[config.mk]
export PLATFORM = sky130hd
export DESIGN_NAME = escaped_frame_receiver
export DESIGN_NICKNAME = d
export VERILOG_FILES = /design/src/efr_pkg.sv /design/src/efr_front.sv /design/src/efr_queue.sv /design/src/efr_back.sv /design/src/escaped_frame_receiver.sv
export SDC_FILE = /design/constraint.sdc
export NUM_CORES = 1
export LEC_CHECK = 0
export BUFFER_PORTS_ARGS = -buffer_cell sky130_fd_sc_hd__clkbuf_2
export CAP_MARGIN = 20
export CORE_ASPECT_RATIO = 1.4
export CORE_MARGIN = 2
export CORE_UTILIZATION = 50
export DETAILED_ROUTE_END_ITERATION = 8
export PLACE_DENSITY = 0.75
export REMOVE_ABC_BUFFERS = 1
export SLEW_MARGIN = 25
export SYNTH_ARGS = -nofsm -noshare
export SYNTH_HDL_FRONTEND = slang
export SYNTH_HIERARCHICAL = 1
export SYNTH_SLANG_ARGS = --single-unit
[constraint.sdc]
create_clock -name clk -period 3.5 [get_ports clk]
set_input_delay 0.7 -clock clk [delete_from_list [all_inputs] [get_ports clk]]
set_output_delay 0.7 -clock clk [all_outputs]
set_load 0.01 [all_outputs]
[src/efr_pkg.sv]
// Shared types and constants for the escaped frame receiver.
// No dependencies; every other file refers to this package by scoped names.
`default_nettype none

package efr_pkg;

    localparam int BUF_DEPTH = 256;
    localparam int LIMIT_CAP = (BUF_DEPTH < 511) ? BUF_DEPTH : 511;
    localparam logic [8:0] LIMIT_CAP_W = 9'(LIMIT_CAP);
    localparam logic [8:0] HDR_BYTES = 9'd2;

    localparam logic [1:0] REG_BEGIN_CODE   = 2'd0;
    localparam logic [1:0] REG_END_CODE     = 2'd1;
    localparam logic [1:0] REG_ESCAPE_CODE  = 2'd2;
    localparam logic [1:0] REG_BUFFER_LIMIT = 2'd3;

    localparam logic [7:0] BEGIN_CODE_RST   = 8'd2;
    localparam logic [7:0] END_CODE_RST     = 8'd3;
    localparam logic [7:0] ESCAPE_CODE_RST  = 8'd27;
    localparam logic [8:0] BUFFER_LIMIT_RST = 9'd256;

    localparam logic [1:0] EV_NONE    = 2'd0;
    localparam logic [1:0] EV_STORED  = 2'd1;
    localparam logic [1:0] EV_FRAME   = 2'd2;
    localparam logic [1:0] EV_DROPPED = 2'd3;

    typedef enum logic [2:0] {
        KIND_CLEAR,
        KIND_ESCAPE,
        KIND_BEGIN,
        KIND_END,
        KIND_DATA
    } kind_t;

    typedef struct packed {
        kind_t      kind;
        logic [7:0] data;
    } item_t;

    typedef struct packed {
        logic [7:0] begin_code;
        logic [7:0] end_code;
        logic [7:0] escape_code;
    } codes_t;

    typedef struct packed {
        logic [1:0] event_res;
        logic [7:0] byte_value;
        logic [7:0] byte_index;
        logic [7:0] frame_cmd;
        logic [7:0] frame_arg;
        logic [7:0] payload_count;
        logic       short_frame;
        logic       packet_ready;
        logic       overflow_flag;
    } result_t;

endpackage

`default_nettype wire

[src/efr_front.sv]
// Front end: tracks the escape state and classifies each received beat.
// Depends on efr_pkg.
`default_nettype none

module efr_front (
    input  wire logic           clk,
    input  wire logic           rst_n,
    input  wire efr_pkg::codes_t codes,
    input  wire logic           in_valid,
    input  wire logic           in_opcode,
    input  wire logic [7:0]     in_data,
    input  wire logic           in_ready,
    output efr_pkg::item_t      item
);

    logic escape_pending_reg;
    logic escape_pending_next;

    always_comb
    begin
        escape_pending_next = escape_pending_reg;
        item.data = in_data;
        if (in_opcode)
        begin
            item.kind = efr_pkg::KIND_CLEAR;
        end
        else if (in_data == codes.escape_code && !escape_pending_reg)
        begin
            item.kind = efr_pkg::KIND_ESCAPE;
            escape_pending_next = 1'b1;
        end
        else if (in_data == codes.begin_code && !escape_pending_reg)
        begin
            item.kind = efr_pkg::KIND_BEGIN;
        end
        else if (in_data == codes.end_code && !escape_pending_reg)
        begin
            item.kind = efr_pkg::KIND_END;
        end
        else
        begin
            item.kind = efr_pkg::KIND_DATA;
            escape_pending_next = 1'b0;
        end
    end

    always_ff @(posedge clk or negedge rst_n)
    begin
        if (!rst_n)
        begin
            escape_pending_reg <= 1'b0;
        end
        else if (in_valid && in_ready)
        begin
            escape_pending_reg <= escape_pending_next;
        end
    end

endmodule

`default_nettype wire

[src/efr_queue.sv]
// Two-entry queue of classified beats between front and back end.
// Depends on efr_pkg.
`default_nettype none

module efr_queue (
    input  wire logic           clk,
    input  wire logic           rst_n,
    input  wire logic           push,
    input  wire efr_pkg::item_t push_item,
    output logic                full,
    input  wire logic           pop,
    output logic                not_empty,
    output efr_pkg::item_t      head
);

    efr_pkg::item_t entry_reg [2];
    logic       wr_ptr_reg;
    logic       rd_ptr_reg;
    logic [1:0] count_reg;
    logic [1:0] count_next;

    assign full      = (count_reg == 2'd2);
    assign not_empty = (count_reg != 2'd0);
    assign head      = entry_reg[rd_ptr_reg];

    always_comb
    begin
        count_next = count_reg;
        if (push && !pop)
        begin
            count_next = count_reg + 2'd1;
        end
        else if (pop && !push)
        begin
            count_next = count_reg - 2'd1;
        end
    end

    always_ff @(posedge clk or negedge rst_n)
    begin
        if (!rst_n)
        begin
            wr_ptr_reg <= 1'b0;
            rd_ptr_reg <= 1'b0;
            count_reg  <= 2'd0;
        end
        else
        begin
            if (push)
            begin
                wr_ptr_reg <= ~wr_ptr_reg;
            end
            if (pop)
            begin
                rd_ptr_reg <= ~rd_ptr_reg;
            end
            count_reg <= count_next;
        end
    end

    always_ff @(posedge clk)
    begin
        if (push)
        begin
            entry_reg[wr_ptr_reg] <= push_item;
        end
    end

endmodule

`default_nettype wire

[src/efr_back.sv]
// Back end: frame counters, header capture, flags and the result register.
// Depends on efr_pkg.
`default_nettype none

module efr_back (
    input  wire logic           clk,
    input  wire logic           rst_n,
    input  wire logic [8:0]     buffer_limit,
    input  wire logic           item_valid,
    input  wire efr_pkg::item_t item,
    output logic                item_pop,
    output logic                out_valid,
    input  wire logic           out_ready,
    output efr_pkg::result_t    result
);

    logic       out_valid_reg;
    logic [8:0] stored_count_reg;
    logic [8:0] stored_count_next;
    logic       overflow_reg;
    logic       overflow_next;
    logic       ready_flag_reg;
    logic       ready_flag_next;
    logic [7:0] command_reg;
    logic [7:0] command_next;
    logic [7:0] argument_reg;
    logic [7:0] argument_next;
    logic [8:0] limit;
    logic [8:0] payload_wide;
    efr_pkg::result_t result_reg;
    efr_pkg::result_t result_next;

    assign item_pop  = item_valid && (!out_valid_reg || out_ready);
    assign out_valid = out_valid_reg;
    assign result    = result_reg;
    assign limit     = (buffer_limit > efr_pkg::LIMIT_CAP_W) ? efr_pkg::LIMIT_CAP_W
                                                             : buffer_limit;
    assign payload_wide = stored_count_reg - efr_pkg::HDR_BYTES;

    always_comb
    begin
        stored_count_next = stored_count_reg;
        overflow_next     = overflow_reg;
        ready_flag_next   = ready_flag_reg;
        command_next      = command_reg;
        argument_next     = argument_reg;
        result_next       = '0;
        case (item.kind)
            efr_pkg::KIND_CLEAR:
            begin
                ready_flag_next = 1'b0;
            end
            efr_pkg::KIND_ESCAPE:
            begin
            end
            efr_pkg::KIND_BEGIN:
            begin
                stored_count_next = '0;
                ready_flag_next   = 1'b0;
            end
            efr_pkg::KIND_END:
            begin
                result_next.event_res = efr_pkg::EV_FRAME;
                result_next.frame_cmd = command_reg;
                result_next.frame_arg = argument_reg;
                if (stored_count_reg < efr_pkg::HDR_BYTES)
                begin
                    result_next.short_frame = 1'b1;
                end
                else if (payload_wide[8])
                begin
                    result_next.payload_count = 8'hFF;
                end
                else
                begin
                    result_next.payload_count = payload_wide[7:0];
                end
                ready_flag_next = 1'b1;
            end
            efr_pkg::KIND_DATA:
            begin
                if (stored_count_reg < limit)
                begin
                    result_next.event_res  = efr_pkg::EV_STORED;
                    result_next.byte_value = item.data;
                    result_next.byte_index = stored_count_reg[7:0];
                    if (stored_count_reg == 9'd0)
                    begin
                        command_next = item.data;
                    end
                    else if (stored_count_reg == 9'd1)
                    begin
                        argument_next = item.data;
                    end
                    stored_count_next = stored_count_reg + 9'd1;
                end
                else
                begin
                    result_next.event_res = efr_pkg::EV_DROPPED;
                    overflow_next = 1'b1;
                end
            end
            default:
            begin
            end
        endcase
        result_next.packet_ready  = ready_flag_next;
        result_next.overflow_flag = overflow_next;
    end

    always_ff @(posedge clk or negedge rst_n)
    begin
        if (!rst_n)
        begin
            out_valid_reg    <= 1'b0;
            stored_count_reg <= '0;
            overflow_reg     <= 1'b0;
            ready_flag_reg   <= 1'b0;
            command_reg      <= '0;
            argument_reg     <= '0;
        end
        else
        begin
            if (item_pop)
            begin
                out_valid_reg    <= 1'b1;
                stored_count_reg <= stored_count_next;
                overflow_reg     <= overflow_next;
                ready_flag_reg   <= ready_flag_next;
                command_reg      <= command_next;
                argument_reg     <= argument_next;
            end
            else if (out_ready)
            begin
                out_valid_reg <= 1'b0;
            end
        end
    end

    always_ff @(posedge clk)
    begin
        if (item_pop)
        begin
            result_reg <= result_next;
        end
    end

endmodule

`default_nettype wire

[src/escaped_frame_receiver.sv]
// Escaped frame receiver: removes byte stuffing and reports stored bytes and frames.
// A beat accepted into the queue entry register is popped by the back end into the result register.
// Throughput: one beat per cycle while m_tready does not stall the result register.
// A two-entry queue decouples the classifying front end from the back end.
// Reset: rst_n clears flags, counters and queue; codes return to 2, 3, 27, limit 256.
// Depends on efr_pkg, efr_front, efr_queue and efr_back.
`default_nettype none

module escaped_frame_receiver (
    input  wire logic        clk,
    input  wire logic        rst_n,
    input  wire logic        s_tvalid,
    output logic             s_tready,
    input  wire logic [7:0]  s_tdata,   // [7:0] data_byte
    input  wire logic        s_tuser,   // [0] opcode
    output logic             m_tvalid,
    input  wire logic        m_tready,
    // [7:0] byte_value, [15:8] byte_index, [23:16] frame_cmd, [31:24] frame_arg,
    // [39:32] payload_count, [40] short_frame, [41] packet_ready,
    // [42] overflow_flag, [47:43] zero
    output logic [47:0]      m_tdata,
    output logic [1:0]       m_tuser,   // [1:0] event_res
    input  wire logic        cfg_valid,
    output logic             cfg_ready,
    input  wire logic [1:0]  cfg_index,
    input  wire logic [8:0]  cfg_data
);

    efr_pkg::codes_t  codes_reg;
    logic [8:0]       buffer_limit_reg;
    efr_pkg::item_t   front_item;
    efr_pkg::item_t   queue_head;
    efr_pkg::result_t result;
    logic             queue_full;
    logic             queue_not_empty;
    logic             queue_pop;
    logic             in_accept;

    assign cfg_ready = 1'b1;
    assign s_tready  = !queue_full;
    assign in_accept = s_tvalid && s_tready;

    always_ff @(posedge clk or negedge rst_n)
    begin
        if (!rst_n)
        begin
            codes_reg.begin_code  <= efr_pkg::BEGIN_CODE_RST;
            codes_reg.end_code    <= efr_pkg::END_CODE_RST;
            codes_reg.escape_code <= efr_pkg::ESCAPE_CODE_RST;
            buffer_limit_reg      <= efr_pkg::BUFFER_LIMIT_RST;
        end
        else if (cfg_valid)
        begin
            case (cfg_index)
                efr_pkg::REG_BEGIN_CODE:   codes_reg.begin_code  <= cfg_data[7:0];
                efr_pkg::REG_END_CODE:     codes_reg.end_code    <= cfg_data[7:0];
                efr_pkg::REG_ESCAPE_CODE:  codes_reg.escape_code <= cfg_data[7:0];
                efr_pkg::REG_BUFFER_LIMIT: buffer_limit_reg      <= cfg_data;
                default:
                begin
                end
            endcase
        end
    end

    efr_front u_front (
        .clk       (clk),
        .rst_n     (rst_n),
        .codes     (codes_reg),
        .in_valid  (s_tvalid),
        .in_opcode (s_tuser),
        .in_data   (s_tdata),
        .in_ready  (s_tready),
        .item      (front_item)
    );

    efr_queue u_queue (
        .clk       (clk),
        .rst_n     (rst_n),
        .push      (in_accept),
        .push_item (front_item),
        .full      (queue_full),
        .pop       (queue_pop),
        .not_empty (queue_not_empty),
        .head      (queue_head)
    );

    efr_back u_back (
        .clk          (clk),
        .rst_n        (rst_n),
        .buffer_limit (buffer_limit_reg),
        .item_valid   (queue_not_empty),
        .item         (queue_head),
        .item_pop     (queue_pop),
        .out_valid    (m_tvalid),
        .out_ready    (m_tready),
        .result       (result)
    );

    assign m_tuser = result.event_res;
    assign m_tdata = {5'd0, result.overflow_flag, result.packet_ready, result.short_frame,
                      result.payload_count, result.frame_arg, result.frame_cmd,
                      result.byte_index, result.byte_value};

endmodule

`default_nettype wire
# == Word level (Yosys, flattened, before mapping) ==
# Memory sizes are Yosys's and may differ from the RTL's.
# Index checks and enable logic that the tools add are counted.
# op_classes
n_addsub,4
order_cmp,3
n_eq_ne,14
muxes,23
n_bitwise,5
reduce_logical,31
# ops
operator,count
== test 8 bit,3
2-to-1 mux 9 bit,2
one-hot mux 9 bit (2 select lines),1
2-to-1 mux 3 bit,4
2-to-1 mux 1 bit,10
AND reduction 2 bit,5
"adder 9 x 1 -> 9 bit, second input constant",1
"== test 9 x 1 -> 1 bit, second input constant",1
"greater-than comparator 9 bit, second input constant",1
zero test 9 bit,1
"< comparator 9 x 2 -> 1 bit, second input constant",1
< comparator 9 bit,1
"subtractor 9 x 2 -> 9 bit, second input constant",1
2-to-1 mux 8 bit,1
AND reduction 4 bit,2
nonzero test 2 bit,4
logical AND 1 bit,7
"== test 2 bit, second input constant",3
"== test 3 x 2 -> 1 bit, second input constant",2
2-to-1 mux 2 bit,3
"!= test 2 x 1 -> 1 bit, second input constant",3
zero test 1 bit,5
inverter 1 bit,5
AND reduction 5 bit,1
11 further kinds,12
# word_totals
regBits,111
ram_bits,22
input_bits,25
wordCells,104
n_memories,1
# memory_table
memory,words,width,read_ports,rd_clocked_by_memory_dff,write_ports,line_no,rtl
u_queue.entry_reg,2,11,1,0,1,efr_queue.sv:16,efr_pkg::item_t entry_reg [2];

# == Logic depth before layout (Yosys ltp) ==
# logic_depth
ltp_word,7
ltp_mapped,9
depth_no_buf,8

# == By module ==
# The synthesis kept the hierarchy.
# modules_own_cells
module,instances,cells_each,area_each_um2,seq_area_each_um2
efr_back,1,257,3321.9,2052.0
escaped_frame_receiver,1,80,1321.3,835.8
efr_queue,1,50,1019.7,760.7
efr_front,1,54,447.9,25.0

# == Least setup slack after synthesis ==
# OpenSTA, ideal clock, no wires.
# synth_path
path_kind,input to register
startpoint,input port m_tready
endpoint,register u_queue.count_reg[1]
setup_ns,0.079
arrival_time_ns,2.608
required_ns,3.421
slack_ns,0.813
stages,8
n_path_buf,0
cell_sequence,nand2b_1 > nand2_1 > inv_1 > inv_1 > ha_1 > xor2_1 > nor2_1 > xor2_1
# synth_between
elab_chain_len,5
elab_cells_between_ends,7
cone_classes,1 x mux; 6 x reduce/logical
# synth_rtl
element,line_no,rtl
from (decl),escaped_frame_receiver.sv:17,"input wire logic m_tready,"
logical OR 1 bit (*),efr_back.sv:33,assign item_pop = item_valid && (!out_valid_reg || out_ready);
logical AND 1 bit (*),efr_back.sv:33,
net queue_pop,escaped_frame_receiver.sv:36,logic queue_pop;
zero test 1 bit,efr_queue.sv:29,if (push && !pop)
logical AND 1 bit,efr_queue.sv:29,
2-to-1 mux 2 bit / nonzero test 2 bit (equally long branches),--,
to (signal assigned),efr_queue.sv:57,count_reg <= count_next;
to (decl),efr_queue.sv:19,logic [1:0] count_reg;
# The timed path passes the listed nets; every way through them passes the cells marked *.
# A chain may end at the register's enable or synchronous reset.

# == Worst setup path after layout ==
# layout_path
startpoint,register buffer_limit_reg[8]
endpoint,register u_back.argument_reg[3]
# layout_between
elab_chain_len,4
# layout_rtl
element,line_no,rtl
from (decl),escaped_frame_receiver.sv:30,logic [8:0] buffer_limit_reg;
from (signal assigned),escaped_frame_receiver.sv:50,buffer_limit_reg <= efr_pkg::BUFFER_LIMIT_RST;
from (signal assigned),escaped_frame_receiver.sv:58,efr_pkg::REG_BUFFER_LIMIT: buffer_limit_reg <= cfg_data;
greater-than comparator 9 bit,efr_back.sv:36,assign limit = (buffer_limit > efr_pkg::LIMIT_CAP_W) ? efr_pkg::LIMIT_CAP_W
2-to-1 mux 9 bit (*),efr_back.sv:36,
< comparator 9 bit (*),efr_back.sv:82,if (stored_count_reg < limit)
AND reduction 5 bit (no source line) (*),--,
to (signal assigned),efr_back.sv:131,argument_reg <= argument_next;
to (decl),efr_back.sv:26,logic [7:0] argument_reg;
# Mark *: on every way between the ends. The rest lies on a longest branch, timed or not.

==> flow_summary.html <==
<table>
<tr><th>Metric</th><th>Value</th></tr>
<tr><th colspan="2">Timing</th></tr>
<tr><td>Maximum clock skew at final layout</td><td>8.12 ps</td></tr>
<tr><td>Final worst-path cycle share</td><td>0.854</td></tr>
<tr><td>Peak clock frequency supported by timing</td><td>334 MHz</td></tr>
<tr><td>Setup Total Neg Slack</td><td>0 ps</td></tr>
<tr><td>Final count of hold timing violations</td><td>0</td></tr>
<tr><td>RSZ-0062 raised after global routing</td><td>false</td></tr>
<tr><td>Transition at the pin with the smallest max-transition slack</td><td>923 ps</td></tr>
<tr><td>Fin crit period</td><td>2990 ps</td></tr>
<tr><td>Final Slew Violations</td><td>0</td></tr>
<tr><td>Final-report setup violation count</td><td>0</td></tr>
<tr><td>Slew HR</td><td>0.384</td></tr>
<tr><th colspan="2">Setup path</th></tr>
<tr><td>Critical path origin</td><td>buffer_limit_reg[8]</td></tr>
<tr><td>Reg2Reg Capture Point</td><td>u_back/argument_reg[3]</td></tr>
<tr><td>Critical path's slowest cell</td><td>sky130_fd_sc_hd__a211oi_4</td></tr>
<tr><td>Endpoint class of the critical path</td><td>flip-flop</td></tr>
<tr><td>Slack of the worst reg-to-reg path</td><td>510 ps</td></tr>
<tr><td>Largest fanout on the critical path</td><td>12</td></tr>
<tr><td>Reg-to-Reg Start</td><td>buffer_limit_reg[8]</td></tr>
<tr><td>Family with the most delay on the worst path</td><td>compound AO/OA/AOI/OAI gates</td></tr>
<tr><td>Critical Path AT</td><td>3290 ps</td></tr>
<tr><td>Worst setup SP type</td><td>flip-flop</td></tr>
<tr><td>Count of buffer and inverter cells on the critical path</td><td>1</td></tr>
<tr><td>Cell-by-cell trace of the critical path</td><td>clkinv_1 &gt; nand2_1 &gt; ha_1 &gt; a211oi_1 &gt; o221ai_1 &gt; a211oi_4 &gt; nand4_4 &gt; mux2_2</td></tr>
<tr><td>Crit path to</td><td>u_back/argument_reg[3]</td></tr>
<tr><td>Total number of cells along the worst setup path</td><td>8</td></tr>
<tr><td>Crit Path Category</td><td>flip-flop to flip-flop</td></tr>
<tr><td>Required time at the worst-slack endpoint</td><td>3800 ps</td></tr>
<tr><td>Number of cell instances on the worst register-to-register path</td><td>8</td></tr>
<tr><td>Maximum single-stage delay on the critical path</td><td>630 ps</td></tr>
<tr><th colspan="2">Logic synthesis</th></tr>
<tr><td>Combinational family with the most area after synthesis</td><td>multiplexers</td></tr>
<tr><td>Yosys reg bits</td><td>133</td></tr>
<tr><td>Share of cell area taken by muxes after synthesis</td><td>0.125</td></tr>
<tr><td>Number of enable flip-flop cells after synthesis</td><td>67</td></tr>
<tr><td>Simple-gate portion of the synthesized area</td><td>0.120</td></tr>
<tr><td>Summed instance area of the synthesized netlist</td><td>0.00611 mm^2</td></tr>
<tr><td>Cells after synthesis</td><td>441</td></tr>
<tr><td>Post-synthesis share of cell area spent on xor and xnor gates</td><td>0.0487</td></tr>
<tr><td>Sequential fraction of the synthesis area</td><td>0.601</td></tr>
<tr><td>Mean instance size in the synthesized netlist</td><td>13.9 um^2</td></tr>
<tr><td>Post-synthesis async set-or-reset flop share</td><td>0.496</td></tr>
<tr><td>Distinct cell type count after synthesis</td><td>50</td></tr>
<tr><td>Top cell type's share of synthesized area</td><td>0.329</td></tr>
<tr><td>Share of the synthesized area in compound gates (AO/OA/AOI/OAI)</td><td>0.0389</td></tr>
<tr><td>Largest area contributor in the synthesized netlist</td><td>sky130_fd_sc_hd__edfxtp_1</td></tr>
<tr><td>Top area cells in the synthesized netlist</td><td>sky130_fd_sc_hd__edfxtp_1 (33%), sky130_fd_sc_hd__dfrtp_1 (24%), sky130_fd_sc_hd__mux2_2 (9.6%)</td></tr>
<tr><td>Dominant synthesized flop cell</td><td>sky130_fd_sc_hd__edfxtp_1</td></tr>
<tr><td>Synthesized-area fraction occupied by adder cells</td><td>0.0287</td></tr>
<tr><td>Yosys warning count</td><td>6</td></tr>
<tr><th colspan="2">Placed design</th></tr>
<tr><td>GPL Wtd Cong</td><td>0.864</td></tr>
<tr><td>Dpl cell area</td><td>0.00654 mm^2</td></tr>
<tr><td>DP Wirelength</td><td>8060 um</td></tr>
<tr><td>Port bufs</td><td>71</td></tr>
<tr><th colspan="2">GRT</th></tr>
<tr><td>Number of global-route vias before repair</td><td>3,806</td></tr>
<tr><td>Antenna violations before repair</td><td>0</td></tr>
<tr><td>Total GRT Usage</td><td>0.185</td></tr>
<tr><td>Largest net degree at the start of global routing</td><td>47</td></tr>
<tr><td>Total grt overflow</td><td>0</td></tr>
<tr><td>Wire length of the first global-routing pass</td><td>19,000 um</td></tr>
<tr><th colspan="2">Final layout</th></tr>
<tr><td>Most common cell after layout, fill and taps aside</td><td>sky130_fd_sc_hd__clkbuf_2</td></tr>
<tr><td>Most frequent cells in the layout</td><td>sky130_fd_sc_hd__clkbuf_2 (71), sky130_fd_sc_hd__edfxtp_1 (67), sky130_fd_sc_hd__dfrtp_1 (58)</td></tr>
<tr><td>Number of nets in the finished design</td><td>551</td></tr>
<tr><td>Relative area change from synthesis to final layout</td><td>17.1%</td></tr>
<tr><td>Final standard cell utilization of the core</td><td>0.602</td></tr>
<tr><td>Diodes inserted</td><td>0</td></tr>
<tr><td>Final std cell area, no fill</td><td>0.00716 mm^2</td></tr>
<tr><td>Share of layout cells above drive strength 1</td><td>0.370</td></tr>
<tr><td>Number of flip-flops under the largest register name</td><td>45</td></tr>
<tr><th colspan="2">Routing</th></tr>
<tr><td>Number of iterations in the first detailed-routing pass</td><td>5</td></tr>
<tr><td>Post-route DRC violation count</td><td>0</td></tr>
<tr><td>Drt first-iter violations</td><td>175</td></tr>
<tr><td>Via-to-Cell Ratio</td><td>5.48</td></tr>
<tr><td>Wirelength, routed</td><td>11,400 um</td></tr>
<tr><td>Post-detailed-route wirelength per cell</td><td>16.9 um</td></tr>
<tr><td>Antenna Violating Nets Remaining</td><td>0</td></tr>
<tr><td>Routed via count</td><td>3,683</td></tr>
<tr><th colspan="2">Min path</th></tr>
<tr><td>Class of the worst hold path</td><td>primary input to asynchronous set/reset pin</td></tr>
<tr><th colspan="2">Power and ir drop</th></tr>
<tr><td>Power per cell area</td><td>804 mW/mm^2</td></tr>
<tr><td>Maximum resistive drop on vdd</td><td>0.445 mV</td></tr>
<tr><td>Total leakage power</td><td>3.18 nW</td></tr>
<tr><th colspan="2">Die</th></tr>
<tr><td>Die Span X</td><td>97.4 um</td></tr>
<tr><td>Row Count</td><td>47</td></tr>
<tr><td>Core outline area</td><td>0.0119 mm^2</td></tr>
<tr><td>Vertical die dimension</td><td>135 um</td></tr>
<tr><td># IOs</td><td>78</td></tr>
<tr><td>Die footprint</td><td>0.0131 mm^2</td></tr>
<tr><td>Effective utilization at floorplan</td><td>0.514</td></tr>
<tr><th colspan="2">CTS</th></tr>
<tr><td>Post-CTS repair timing setup buffer count</td><td>0</td></tr>
<tr><td>Source-to-sink clock delay at the later pin of the worst-skew pair</td><td>410 ps</td></tr>
<tr><td>Number of buffers added by the clock tree synthesis step</td><td>17</td></tr>
<tr><td>Clock tree from TritonCTS</td><td>yes</td></tr>
<tr><td>Clock slew at reported path FFs</td><td>60 ps</td></tr>
<tr><td>Cells resized by post-CTS repair</td><td>0</td></tr>
<tr><td>Cell at the root of the clock tree</td><td>sky130_fd_sc_hd__clkbuf_16</td></tr>
<tr><td>Hold-fix buffer count after cts</td><td>0</td></tr>
<tr><td>Number of sinks handled by clock tree synthesis</td><td>133</td></tr>
<tr><td>H-tree depth</td><td>4</td></tr>
<tr><td>Clk buf depth</td><td>2</td></tr>
<tr><th colspan="2">Status</th></tr>
<tr><td>Outcome</td><td>complete, no violations</td></tr>
<tr><th colspan="2">Run</th></tr>
<tr><td>Maximum capacitance violations</td><td>0</td></tr>
</table>
## synth_stat cells (8+ instances only)
cell type / count
sky130_fd_sc_hd__a21oi_1: 15
sky130_fd_sc_hd__and3_1: 35
sky130_fd_sc_hd__buf_4: 15
sky130_fd_sc_hd__clkbuf_1: 14
sky130_fd_sc_hd__dfrtp_1: 58
sky130_fd_sc_hd__dfstp_2: 8
sky130_fd_sc_hd__edfxtp_1: 67
sky130_fd_sc_hd__ha_1: 14
sky130_fd_sc_hd__inv_1: 9
sky130_fd_sc_hd__mux2_2: 52
sky130_fd_sc_hd__mux2_4: 10
sky130_fd_sc_hd__nand2_1: 20
sky130_fd_sc_hd__nor2_1: 12
sky130_fd_sc_hd__xor2_1: 29
## routing by layer
metal / global-route usage / routed length (um) / vias up
met2: 0.317 / 5890 / 111
met4: 0.0887 / 313 / 0
met1: 0.218 / 4630 / 1820
li1: - / - / 1730
met3: 0.0471 / 516 / 22
met5: 0 / 0 / -
## worst reg2reg max path: stages (launching register included)
cell                       delay [ps]
sky130_fd_sc_hd__dfstp_2          540
sky130_fd_sc_hd__clkinv_1         190
sky130_fd_sc_hd__nand2_1          120
sky130_fd_sc_hd__ha_1             260
sky130_fd_sc_hd__a211oi_1         280
sky130_fd_sc_hd__o221ai_1         240
sky130_fd_sc_hd__a211oi_4         630
sky130_fd_sc_hd__nand4_4          280
sky130_fd_sc_hd__mux2_2           350
## how the worst min path moves through the flow
| stage | startpoint | endpoint | slack, ps |
|---|---|---|---|
| 2_1_floorplan | rst_n | buffer_limit_reg[0] | 400 |
| 3_3_place_gp | u_back/overflow_reg | u_back/overflow_reg | 460 |
| 3_5_place_dp | u_back/overflow_reg | u_back/overflow_reg | 460 |
| 4_1_cts | rst_n | u_back/out_valid | 190 |
| 5_1_grt | rst_n | u_back/stored_count_reg[1] | 210 |
| 6_report | rst_n | u_back/out_valid | 200 |
## kinds of logic after synthesis
| family | Yosys count |
|---|---|
| multiplexers | 65 |
| AND/OR/NAND/NOR | 115 |
| XOR/XNOR | 34 |
| AO/OA/AOI/OAI | 37 |
| flip-flops | 133 |
| buffers and inverters | 41 |
| other | 2 |
| adder cells (fa/ha/maj) | 14 |
## metrics by stage
step           instances  setup slack, ps  hold WS [ps]  power, mW
2_1_floorplan        415              617           404       3.46
3_3_place_gp         640              728           462       3.93
3_5_place_dp         640              552           464       4.01
4_1_cts              672              547           192       5.80
5_1_grt              672              363           210       6.07
6_report             672              510           196       5.75
## power by group
part           total, mW  internal [mW]  switching, mW
clock network       1.77           1.11          0.665
logic               1.53          0.654          0.877
registers           2.45           2.22          0.233
## cell type report
type                    count  area (um^2)
clock buffers              23          543
clock inverters             9         71.3
fillers                   971         4720
inverters                  11         41.3
multi-input cells         271         2230
flip-flops and latches    133         3670
well taps                 147          184
repair buffers             78          408
(Power assumes the default switching activity.)
